--- config.mk ---
export PLATFORM = sky130hd
export DESIGN_NAME = dapm_ram
export DESIGN_NICKNAME = d
export VERILOG_FILES = /design/src/rtl/core/dapm_ram.sv
export SDC_FILE = /design/constraint.sdc
export NUM_CORES = 1
export LEC_CHECK = 0
export ABC_AREA = 1
export BUFFER_PORTS_ARGS = -buffer_cell sky130_fd_sc_hd__buf_2
export CORE_MARGIN = 2
export CORE_UTILIZATION = 40
export DETAILED_ROUTE_END_ITERATION = 7
export PLACE_DENSITY_LB_ADDON = 0.15
export REMOVE_ABC_BUFFERS = 1
export SLEW_MARGIN = 20
export SYNTH_ARGS = -nofsm -noshare
export SYNTH_HDL_FRONTEND = slang
export SYNTH_SLANG_ARGS = --single-unit
export TNS_END_PERCENT = 10
--- constraint.sdc ---
create_clock -name clk -period 1.3 [get_ports clk]
set_clock_uncertainty 0.1 [all_clocks]
set_input_delay 0.26 -clock clk [delete_from_list [all_inputs] [get_ports clk]]
set_output_delay 0.26 -clock clk [all_outputs]
set_load 0.01 [all_outputs]
--- src/rtl/core/dapm_ram.sv ---
// simple dual-port synchronous ram, one write and one registered read
// no dependencies
module dapm_ram #(
  parameter int W = 8,
  parameter int D = 16
) (
  input  logic                 clk,
  input  logic                 we,
  input  logic [$clog2(D)-1:0] waddr,
  input  logic [W-1:0]         wdata,
  input  logic [$clog2(D)-1:0] raddr,
  output logic [W-1:0]         rdata
);

  logic [W-1:0] mem [D];

  always_ff @(posedge clk) begin
    if (we) begin
      mem[waddr] <= wdata;
    end
    rdata <= mem[raddr];
  end

endmodule

After elaboration in Yosys (flattened, before gate mapping)
Memories as Yosys holds them, arrays and structs flattened. A register that Yosys moved wholly into a read port is not among the register bits. Index checks and enable logic that the tools add are counted.

Register bits after elaboration: 0. Bits in latches: 0. Memory bits (writable): 128. ROM bits: 0. Input bits: 18. Output and inout port bits: 8. Logic and storage cells: 3. Memories: 1.

$add $sub $neg: 0. $mul: 0. Div/mod/pow operators: 0. Magnitude comparators: 0. Equality and inequality tests: 0. Shift-type cells: 0. Multiplexer cells: 2. Bitwise logic cells: 0. Reductions and logical operators: 0.

Memories: mem (depth 16, width 8, read ports 1, clocked after Yosys merged registers in 1, write ports 1, RTL line 15) `logic [W-1:0] mem [D];`.

Operators with widths (number): $mux W1 (2).

Logic depth before layout (Yosys ltp)
Word-level depth: 2. Depth in mapped cells: 8. Gate-level depth less buffers: 7.

Worst setup path after synthesis
OpenSTA, ideal clock, no wires.

Kind: input-to-reg. Start: input waddr[3]. End: memory mem[4][0], enable pin. Setup time: 370 ps. Data arrival time: 841 ps. Path slack: -11 ps. Stages: 2. Path through: nand3b_1 > nor2_1.

RTL lines: start, declared (RTL line 9) `input logic [$clog2(D)-1:0] waddr,`; end, declared (RTL line 15).

No word-level cell before the write port.

Worst setup path after layout
Start: register rdata[4], read port of mem. End: output rdata[4].

RTL lines: start, declared (RTL line 12) `output logic [W-1:0] rdata`.

No word-level cell between the ends.

==> results list <==
- The Yosys step of the flow raised 0 warnings.
* Final core area utilization: 0.492
- Max clock buf depth: 2
- The synthesized netlist occupies a cell area of slightly below 0.006 sq mm.
- The die covers 0.0154 sq mm.
* Share of synthesized area occupied by flip-flops and latches: 0.694
- Final Critical Period: about 1.3 ns
- Global-route wire length before repair: about 21,000 um
* Met3 Wirelength: 669 um
- The setup check on the worst reg-to-reg path leaves a slack of roughly 0.22 ns.
* Required time of the critical path: between 0.9 and 1 ns
- Sorting the synthesized cells by area gives the leading types as sky130_fd_sc_hd__edfxtp_1, sky130_fd_sc_hd__nand2_1, sky130_fd_sc_hd__nand3_1.
- On the worst path, the slowest cell contributes a delay of ~0.35 ns.
- By startpoint and endpoint, the worst setup path is classified as flop to primary output.
- Seq cells post-synth: 136
* Area growth syn-to-layout: 19.4%
- The number of global-route vias before repair is approximately 3.7k.
- Summing all multi-input logic gate instances after layout gives ~0.0012 sq mm.
* Transition time at the pin with the least slew margin: just over 0.4 ns
- Entering global routing, the biggest net connects 46 pins.
- Share of post-route cells with drive strength above 1: 0.148
- The floorplan has 43 rows.
- Met1 wire length: around 6700 um
- The share of synthesized area in the top cell type comes to 0.667.
- Horizontal die dimension: roughly 120 um
- Top delay family on crit path: flip-flops
- At the later pin of the worst-skew pair, clock insertion delay measures between 0.4 and 0.5 ns.
* Number of instances in the synthesized netlist: about 550
- Across the whole layout, storage elements account for 0.00401 sq mm.
* Capture endpoint of the worst hold path: rdata[4]
* Count of endpoints failing hold in the final timing report: 0
- For this design the static power due to leakage is around 3 nW.
- The core region is between 0.01 and 0.015 sq mm.
- Highest-delay cell along the critical path: sky130_fd_sc_hd__dfxtp_2
- # nets final: a little over 600
* Unrepaired setup endpoints after global routing: no
- After global routing the overflow that remains totals 0.
- Static timing analysis puts the maximum clock frequency at between 0.7 and 0.8 GHz.
* Worst-path clk slew: about 0.06 ns
- The detailed router used layers up to and including met4.
- Slew Viols, Final: 0
* Number of cells on the worst hold path: 3
* Number of distinct standard cells referenced by the synthesized netlist: 12
* Reg-to-reg critical path startpoint: mem[11][1]
- Wirelength per Cell: between 15 and 20 um
- Status: finished, final reports clean
- In this run the tightest slew margin relative to its limit is 0.730.
* Die Ht: about 120 um
- Final cycle utilization of the critical path: 0.966
- The HPWL after detailed placement is around 9000 um.
- DR iter-0 viols: about 340
- Final instance area: around 0.007 sq mm
- The biggest area contributor in the post-synthesis netlist is sky130_fd_sc_hd__edfxtp_1.
* Total power: ~11 mW
- GRT Overall Usage: 0.196
- Most common library cell in the layout ignoring fill and taps: sky130_fd_sc_hd__nand2_1
* Sum of buffers and inverters on the critical path: 1
- Routed met2 length: slightly above 6000 um
- Mean number of vias per cell: slightly below 5
- Summed over all layers, the routed wires come to 13,700 um.
- IR analysis of the VDD net gives a maximum drop of just over 1000 uV.
- The clock net in this run drives a total of between 100 and 150 sinks.
- Data on the critical path arrives at its endpoint at around 0.90 ns.
* Maximum net fanout on the critical path: 1
- Antenna Nets Post-Route: 0
* Reg-to-reg critical path endpoint: rdata[1]
- 0 antenna diodes ended up in the layout.
- Pin placement for this block handled 26 I/O pins.
- Initial antenna violation count: 0
- The first TritonRoute pass finished after 4 iterations.
- TritonCTS clock tree: done
- Final weighted congestion in routability-driven placement: 0.798
- The tree is rooted in a sky130_fd_sc_hd__clkbuf_16.
* Tightest hold margin: 0.107 ns
- TritonCTS buffer count: 17
- Class of the worst hold path: input pin to flop
- Crit path launch type: flop
- Reg2reg path depth: 6
* Number of violations of the max-capacitance limit: 0
- Synthesized area per cell: between 10 and 15 sq um
- For this configuration, the core starts out at a cell density of 0.412.
* Filler Cells Inserted: ~1.3k
- During placement, the flow inserted port buffers numbering 25.
- Vias: 3,829
- In this run the number of H-tree levels came out at 4.
* Highest-count cells in the layout ignoring fill and taps: sky130_fd_sc_hd__nand2_1, sky130_fd_sc_hd__edfxtp_1, sky130_fd_sc_hd__inv_1
- Instance area after placement: between 0.006 and 0.007 sq mm
- Setup violations remaining at the end of the flow were counted as 0.
- Beginning of the worst hold path: raddr[3]
- In this run the power density over the cells is 1560 mW/mm^2.
- The critical path goes through buf_2.
- Critical path capture point type: primary output
- Drt drc: 0
## sequential cells by signal, summed over array words and instances, names as in the netlist
register	cells
mem	128
rdata	8
## routing by layer
metal,GRT usage,vias up
li1,-,1873
met1,0.286,1833
met2,0.287,112
met3,0.0490,11
met4,0.0639,0
met5,0,-
## synth_stat cells, drive strengths merged
cell type,n
buf,24
nand3,97
nor2,17
edfxtp,128
inv,102
dfxtp,8
nand3b,2
nand2,173
## logic make-up after synthesis
family | share of synthesized area
buffers and inverters | 0.0952
AND/OR/NAND/NOR | 0.210
flip-flops | 0.694
## how the worst max path moves through the flow
stage | slack [ns] | from | depth (start not counted) | endpoint
4_1_cts | 0.03 | rdata[6] | 1 | rdata[6]
6_report | 0.04 | rdata[4] | 1 | rdata[4]
3_5_place_dp | -0.14 | raddr[0] | 8 | rdata[0]
2_1_floorplan | -0.04 | raddr[0] | 6 | rdata[2]
5_1_grt | 0.01 | rdata[4] | 1 | rdata[4]
3_3_place_gp | -0.14 | raddr[0] | 8 | rdata[0]
## stage by stage
stage	worst slack (ns)	TNS, ns	instances
2_1_floorplan	-0.0405	-0.962	527
3_3_place_gp	-0.141	-2.73	762
3_5_place_dp	-0.137	-2.92	762
4_1_cts	0.0328	0	794
5_1_grt	0.0140	0	794
6_report	0.0440	0	794
## timing repair
| action | CTS | global route |
|---|---|---|
| hold buffers | 0 | 0 |
| setup endpoints to repair | 2 | 0 |
| buffers inserted | 0 | 0 |
| gates resized for setup | 2 | 0 |
## layout make-up
class,count,share of cell area
flip-flops and latches,136,0.582
multi-input cells,289,0.176
clock buffers,18,0.0638
repair buffers,55,0.0600
inverters,102,0.0556
well taps,180,0.0327
clock inverters,14,0.0296
## report_power, final
group	leakage [nW]	total (mW)	switching, mW	internal (mW)
Sequential	1.22	4.94	0.0330	4.90
Clock	0.315	5.18	1.75	3.43
Combinational	1.47	0.648	0.439	0.209
## worst reg2reg max path, cell delays in order (launching register included)
cell and delay, ns:
sky130_fd_sc_hd__edfxtp_1 0.35, sky130_fd_sc_hd__inv_1 0.06, sky130_fd_sc_hd__nand2_1 0.05, sky130_fd_sc_hd__nand3_1 0.08, sky130_fd_sc_hd__nand3_1 0.12, sky130_fd_sc_hd__nand3_1 0.13, sky130_fd_sc_hd__nand2_1 0.07
(Power assumes the default switching activity.)
