==> src/rtl/core/dapm_relax.sv <==
// merges one path through a successor row into a matrix entry
// entry layout {reach, short, long}; no dependencies
module dapm_relax #(
  parameter int NW = 7
) (
  input  logic [2*NW:0] tc,
  input  logic [2*NW:0] ic,
  input  logic          cost,
  output logic [2*NW:0] upd,
  output logic          we
);

  logic [NW-1:0] s;
  logic [NW-1:0] l;
  logic [NW-1:0] ic_s;
  logic [NW-1:0] ic_l;

  always_comb begin
    s    = tc[2*NW-1:NW] + NW'(cost);
    l    = tc[NW-1:0] + NW'(cost);
    ic_s = ic[2*NW-1:NW];
    ic_l = ic[NW-1:0];
    we   = tc[2*NW];
    if (!ic[2*NW]) begin
      upd = {1'b1, s, l};
    end else begin
      upd = {1'b1, (s < ic_s) ? s : ic_s, (l > ic_l) ? l : ic_l};
    end
  end

endmodule

==> config.mk <==
export PLATFORM = sky130hd
export DESIGN_NAME = dapm_relax
export DESIGN_NICKNAME = d
export VERILOG_FILES = /design/src/rtl/core/dapm_relax.sv
export SDC_FILE = /design/constraint.sdc
export NUM_CORES = 1
export LEC_CHECK = 0
export BUFFER_PORTS_ARGS = -buffer_cell sky130_fd_sc_hd__buf_2
export CAP_MARGIN = 30
export CORE_MARGIN = 1
export CORE_UTILIZATION = 23
export DETAILED_ROUTE_END_ITERATION = 10
export GPL_TIMING_DRIVEN = 0
export PLACE_DENSITY = 0.52
export SLEW_MARGIN = 20
export SYNTH_ARGS = -nofsm -noshare
export SYNTH_HDL_FRONTEND = slang
export SYNTH_SLANG_ARGS = --single-unit
==> constraint.sdc <==
create_clock -name vclk -period 3.1
set_input_delay 0.465 -clock vclk [all_inputs]
set_output_delay 0.465 -clock vclk [all_outputs]
set_load 0.02 [all_outputs]
; ---- Word-level counts from Yosys, hierarchy flattened
; Index checks and enable logic that the tools add are counted.
[word_totals]
ff_bits = 0
latchBits = 0
mem_bits_rw = 0
romBits = 0
out_inout_bits = 16
elab_cells = 7
n_memories = 0
[classes]
add_sub_neg = 2
multipliers = 0
div_mod_pow = 0
magnitude_cmp = 2
n_eq_ne = 0
shifts = 0
n_mux = 3
bitwise_logic = 0
reduce_logical = 0
[op_table]
columns = operator, n
row1 = $add 7x1->7, 2
row2 = $mux 14, 1
row3 = $mux 7, 2
row4 = $gt 7x7->1, 1
row5 = $lt 7x7->1, 1

; ---- Depth between registers and ports, before layout
; Gate-level depths: netlist of run 1.
[logic_depth]
word_depth = 4
mapped_depth = 10
mapped_depth_nobuf = 10

; ---- Worst setup path after synthesis of run 1
; No wires, ideal clock.
[synth_timing]
kind = input -> output
start = in tc[0]
end = out upd[0]
arrival_time_ns = 2.450
path_slack_ns = 0.185
path_stages = 9
path_buffers = 0
path_cell_list = ha_1 > ha_1 > nand3_1 > xnor2_1 > ha_1 > a211oi_1 > nor2_1 > o41ai_4 > mux2_2
[synth_via]
elab_chain_len = 4
[synth_rtl]
columns = element, line_no
row1 = start: declaration, 6  ; input logic [2*NW:0] tc,
row2 = $add 7x1->7 (*), 20  ; l = tc[NW-1:0] + NW'(cost);
row3 = $gt 7x7->1, 27  ; upd = {1'b1, (s < ic_s) ? s : ic_s, (l > ic_l) ? l : ic_l};
row4 = $mux 7, 27
row5 = $mux 14 (*), 24  ; if (!ic[2*NW]) begin
row6 = end: declaration, 9  ; output logic [2*NW:0] upd,
; Mark *: on every way between the ends. The rest lies on a longest branch, timed or not.

; ---- Worst setup path after layout of run 1
[layout_timing]
start = in cost
end = out upd[3]
[layout_via]
elab_chain_len = 4
[layout_rtl]
columns = element, line_no
row1 = start: declaration, 8  ; input logic cost,
row2 = $add 7x1->7 (*), 20
row3 = $gt 7x7->1, 27
row4 = $mux 7, 27
row5 = $mux 14 (*), 24
; Marked as above.

==> results of run 1 <==
## timing repair
action / in CTS / in global routing
pin swaps: 8 / 15
setup buffers: 4 / 3
endpoints found under the setup margin: 13 / 14
resized for setup: 19 / 41
## layout make-up
| type | instances | area (um^2) |
|---|---|---|
| tap | 44 | 55.1 |
| fill | 337 | 1720 |
| inverter | 14 | 52.6 |
| timing repair buffer | 52 | 349 |
| buffer | 2 | 15.0 |
| multi-input combinational | 77 | 866 |
## cell families (layout without fill, tap and decap cells)
kind of cell	after synthesis	count (layout)	synth area share, %
buffers and inverters	16	68	9.18
AND/OR/NAND/NOR	24	24	15.5
multiplexers	14	14	21.4
XOR/XNOR	10	10	11.9
AO/OA/AOI/OAI	11	11	12.6
other	1	1	0.510
adder cells (fa/ha/maj)	17	17	28.9
## power by group through the flow
| stage | clock network [mW] | logic [mW] | registers (mW) |
|---|---|---|---|
| after floorplan | 0 | 0.127 | 0 |
| after global placement | 0 | 0.184 | 0 |
| after detailed placement | 0 | 0.187 | 0 |
| after CTS | 0 | 0.213 | 0 |
| after global routing | 0 | 0.278 | 0 |
| final | 0 | 0.256 | 0 |
## cells in the final DEF (no fill, tap or decap)
master	n
a211oi_2	1
conb_1	1
xnor2_2	1
xnor2_1	3
a21oi_2	3
ha_4	5
xor2_2	3
nor2_2	1
nand3_4	2
buf_2	36
nand3b_1	1
nor2b_1	1
buf_4	6
inv_1	14
o41ai_4	1
buf_6	11
nand2_1	5
ha_1	12
nor2_1	3
mux2_4	8
or2_4	1
nand3_1	4
xor2_1	3
nor4_1	1
buf_8	1
nand4_1	2
o22ai_2	1
o21ai_0	2
nor2_4	2
a21oi_4	1
a21oi_1	2
mux2_2	6
nand2_4	1
## worst max path at each step
stage | start | endpoint | cells after the start
global placement | cost | upd[1] | 12
finish | cost | upd[3] | 13
CTS | cost | upd[1] | 12
detailed placement | cost | upd[1] | 12
global route | cost | upd[0] | 13
floorplan | tc[0] | upd[0] | 9
## stage by stage
step | worst slack (ps) | cells | hold slack (ps) | TNS [ps] | utilization, %
finish | 26.3 | 189 | 1150 | 0 | 43.8
global route | -67.5 | 189 | 1160 | -398 | 43.8
CTS | -9.93 | 186 | 1150 | -19.0 | 37.4
detailed placement | -280 | 182 | 1150 | -3190 | 33.3
global placement | -272 | 182 | 1150 | -3030 | 33.3
floorplan | 185 | 93 | 1040 | 0 | -
## metal layers
| layer | share of wire, % | up-vias |
|---|---|---|
| li1 | - | 423 |
| met1 | 41 | 381 |
| met2 | 55 | 19 |
| met3 | 4.0 | 0 |
| met4 | 0 | 0 |
| met5 | 0 | - |
==> reports/metrics.yaml, run 1 <==
status:
  status: "complete, no violations"
worst_setup_path:
  path_max_fanout: 6
  worstPathRequired_ps: 2630
  cp_top_family: "adder cells"
  path_cells: "buf_8 > ha_4 > ha_4 > nand2_4 > nor2_4 > xor2_2 > ha_1 > nand4_1 > a21oi_2 > o41ai_4 > buf_6 > mux2_4 > buf_6"
  slowest_stage: "mux2_4"
  critPathBufInv: 3
  worstPathArrival_ps: 2610
  crit_type: "primary input to primary output"
  cp-end-kind: "primary output"
  crit_path_start_kind: "primary input"
  slowest_delay_ps: 310
yosys:
  syn_area_um2: 736
  synth_most_common_cell: "ha_1"
  seq_area_frac_synth_pct: 0
  synth_area_per_cell_um2: 7.91
  ys_top_cells_by_area: "ha_1 29%, mux2_2 21%, inv_1 7.1%, xor2_1 7.1%, xnor2_1 4.8%"
  ys_types: 21
  synthTopCellsByCount: "17 x ha_1, 14 x inv_1, 14 x mux2_2"
  syn-num-nets: 141
  synthCells: 93
  ys_warn_count: 0
  yosysTopAreaCell: "ha_1"
  synth_top_area_share_pct: 28.9
grt:
  top_usage_layer: "met2"
  grt_pass1_wl_um: 2980
  grt_pass1_vias: 733
  grt_max_degree: 7
  antenna_found_initial: 0
  met3_usage_pct: 0.220
  grt_use_total_pct: 10.7
  met2_usage_pct: 21.3
  globalRoute.totalOverflow: 0
  met1_usage_pct: 13.4
place:
  gp_congestion: 0.764
  place_hpwl_um: 1480
  place.port_buffers: 45
  postPlaceCellArea_mm2: 0.00102
final_layout:
  design.seq.count: 0
  antenna_cells: 0
  drive_gt1_share_pct: 62.8
  finalInstanceArea_mm2: 0.00134
  ff_latch_area_um2: 0
  nets: 195
  syn2layout_area_growth_pct: 81.8
  clkbuf_count: 0
die:
  start_util_pct: 24.1
  rows: 20
  core_mm2: 0.00305
  die_w_um: 58.6
  die-height_um: 58.6
  ios: 47
  die_area_mm2: 0.00343
drt:
  drtAntennaViolNets: 0
  drtIter0Drc: 4
  route.detailed.drc: 0
  vias: 823
  wire_per_inst_um: 10.3
  drtPass1Iterations: 4
  vias_per_cell: 4.35
  drt-total-wl_um: 1950
hold_path:
  whs_path_depth: 2
  min_from: "tc[14]"
  min_to: "we"
  hp-class: "primary input to primary output"
power_and_ir_drop:
  totalPowerFinal_uw: 256
  power_frac_clock_pct: 0
  internal_power_uw: 133
  power.leakage_nw: 0.663
  power.switching_uw: 123
  ir_worst_vdd_mv: 0.0758
  p_per_area_mw_per_mm2: 191
  seq_power_share_pct: 0
  switching_share_pct: 48.1
  power_frac_comb_pct: 100.0
timing:
  period_needed_ps: 3070
  period_share_pct: 99.2
  report.final.hold_viol_count: 0
  slew_violations: 0
  fmax_mhz: 325
  setup_viol: 0
  rsz0062_at_grt: "true"
flow_run:
  drv_cap: 0
clock_network:
  cts_hold_buffers: 0
Power figures use the tool's default switching activity.
==> run 2: changes to the inputs <==
- CORE_UTILIZATION: 23 -> 40
- PLACE_DENSITY: 0.52 -> 0.79
==> run 2 against run 1 <==
Against the previous run:
- the run now ends with setup timing left
- fmax fell by 1.7%
- count of clock-buffer cells in the layout stayed put
- largest power group unchanged
- routed wire length increased by 31%
- core utilization is 33 points higher
- combinational power rose by 6%
- total power grew 6.5%
- critical path depth down 1
==> reports/metrics.yaml, run 2 (synthesis results as in run 1) <==
die:
  core_mm2: 0.00173
  die_area_mm2: 0.00201
  start_util_pct: 42.6
  rows: 15
  die-height_um: 44.9
  die_w_um: 44.9
  ios: 47
timing:
  setup_ws_ps: -27.1
  report.final.hold_viol_count: 0
  setup_viol: 11
  finalSetupTns_ps: -190
  slew_violations: 0
  rsz0062_at_grt: "true"
  fmax_mhz: 320
  whs_ps: 1150
  period_needed_ps: 3130
  period_share_pct: 101
worst_setup_path:
  crit_type: "primary input to primary output"
  cp-end-kind: "primary output"
  crit_path_start_kind: "primary input"
  worstPathArrival_ps: 2660
  path_max_fanout: 6
  worstPathRequired_ps: 2630
  cp-endpoint: "upd[2]"
  critPathLaunch: "cost"
final_layout:
  stdcell_count: 173
  final_common_cell: "buf_2"
  antenna_cells: 0
  syn2layout_area_growth_pct: 80.3
  final_util_pct: 76.8
  ff_latch_area_um2: 0
  drive_gt1_share_pct: 63.5
  clkbuf_count: 0
  final_cell_mix: "36 x buf_2, 14 x inv_1, 13 x ha_1"
  fillers: 125
  nets: 198
  design.seq.count: 0
grt:
  globalRoute.totalOverflow: 0
  grt_max_degree: 7
  antenna_found_initial: 0
  grt_use_total_pct: 23.9
  grt_pass1_vias: 877
  grt_pass1_wl_um: 3640
power_and_ir_drop:
  p_per_area_mw_per_mm2: 205
  totalPowerFinal_uw: 272
  internal_power_uw: 139
  power.leakage_nw: 0.682
  ir_worst_vdd_mv: 0.141
  power_frac_clock_pct: 0
  power.switching_uw: 133
  seq_power_share_pct: 0
  switching_share_pct: 48.8
  power_frac_comb_pct: 100.0
drt:
  drtAntennaViolNets: 0
  drtIter0Drc: 6
  drtPass1Iterations: 4
  vias_per_cell: 5.06
  wire_per_inst_um: 14.8
  route.detailed.drc: 0
  drt-total-wl_um: 2560
  vias: 876
status:
  status: "finished, violations left"
  violations: "setup timing"
flow_run:
  drv_cap: 0
place:
  place.port_buffers: 45
  gp_congestion: 0.840
  dp_cells: 163
  place_hpwl_um: 1610
hold_path:
  hp-class: "primary input to primary output"
[run 2: cell count changes in the layout (fill, tap and decap cells not counted), moves of 2 or more]
cell,previous run,this run
mux2_4,8,10
buf_6,11,9
mux2_2,6,4
buf_4,6,10
[run 2: how the worst min path moves through the flow]
stage,start,to,slack (ps),cells after the start
global placement,tc[14],we,1150,2
floorplan,tc[14],we,1040,1
CTS,tc[14],we,1150,2
global route,tc[14],we,1150,2
finish,tc[14],we,1150,2
detailed placement,tc[14],we,1150,2
[run 2: stage by stage]
stage,area (um^2),setup WS [ps]
2_1_floorplan,736,185
3_3_place_gp,992,-230
3_5_place_dp,992,-279
4_1_cts,1200,-10.8
5_1_grt,1330,-127
6_report,1330,-27.1
[run 2: layout make-up]
cell class         instances  area, um^2  share of cell area, %
plain buffers              2        15.0                   1.13
repair buffers            55         377                   28.4
multi-input cells         77         851                   64.2
well taps                 25        31.3                   2.36
inverters                 14        52.6                   3.96
[run 2: timing repair]
item	4_1_cts	5_1_grt
hold buffers	0	0
resized for setup	37	19
pin swaps	9	10
setup endpoints to repair	14	14
setup buffers	6	4
[run 2: per-layer routing]
layer | vias to the layer above | track usage (%) | part of all wire [%]
met5 | - | 0 | 0
met4 | 0 | 2.42 | 1.6
met3 | 6 | 0.800 | 3.9
met2 | 23 | 48.5 | 52
met1 | 416 | 28.3 | 42
li1 | 431 | - | -
[run 2: power by group through the flow]
stage / Sequential, mW / Clock [mW] / Combinational [mW]
final: 0 / 0 / 0.272
after global routing: 0 / 0 / 0.291
after CTS: 0 / 0 / 0.243
after detailed placement: 0 / 0 / 0.187
after global placement: 0 / 0 / 0.181
after floorplan: 0 / 0 / 0.127
[run 2: worst max-delay path, stage by stage]
cell      delay, ps
buf_8            90
ha_4            150
ha_4            160
nand3_4          70
xnor2_2         140
ha_1            320
a211oi_2        250
nor2_2           90
o41ai_4         290
buf_6           190
mux2_4          310
buf_6           130
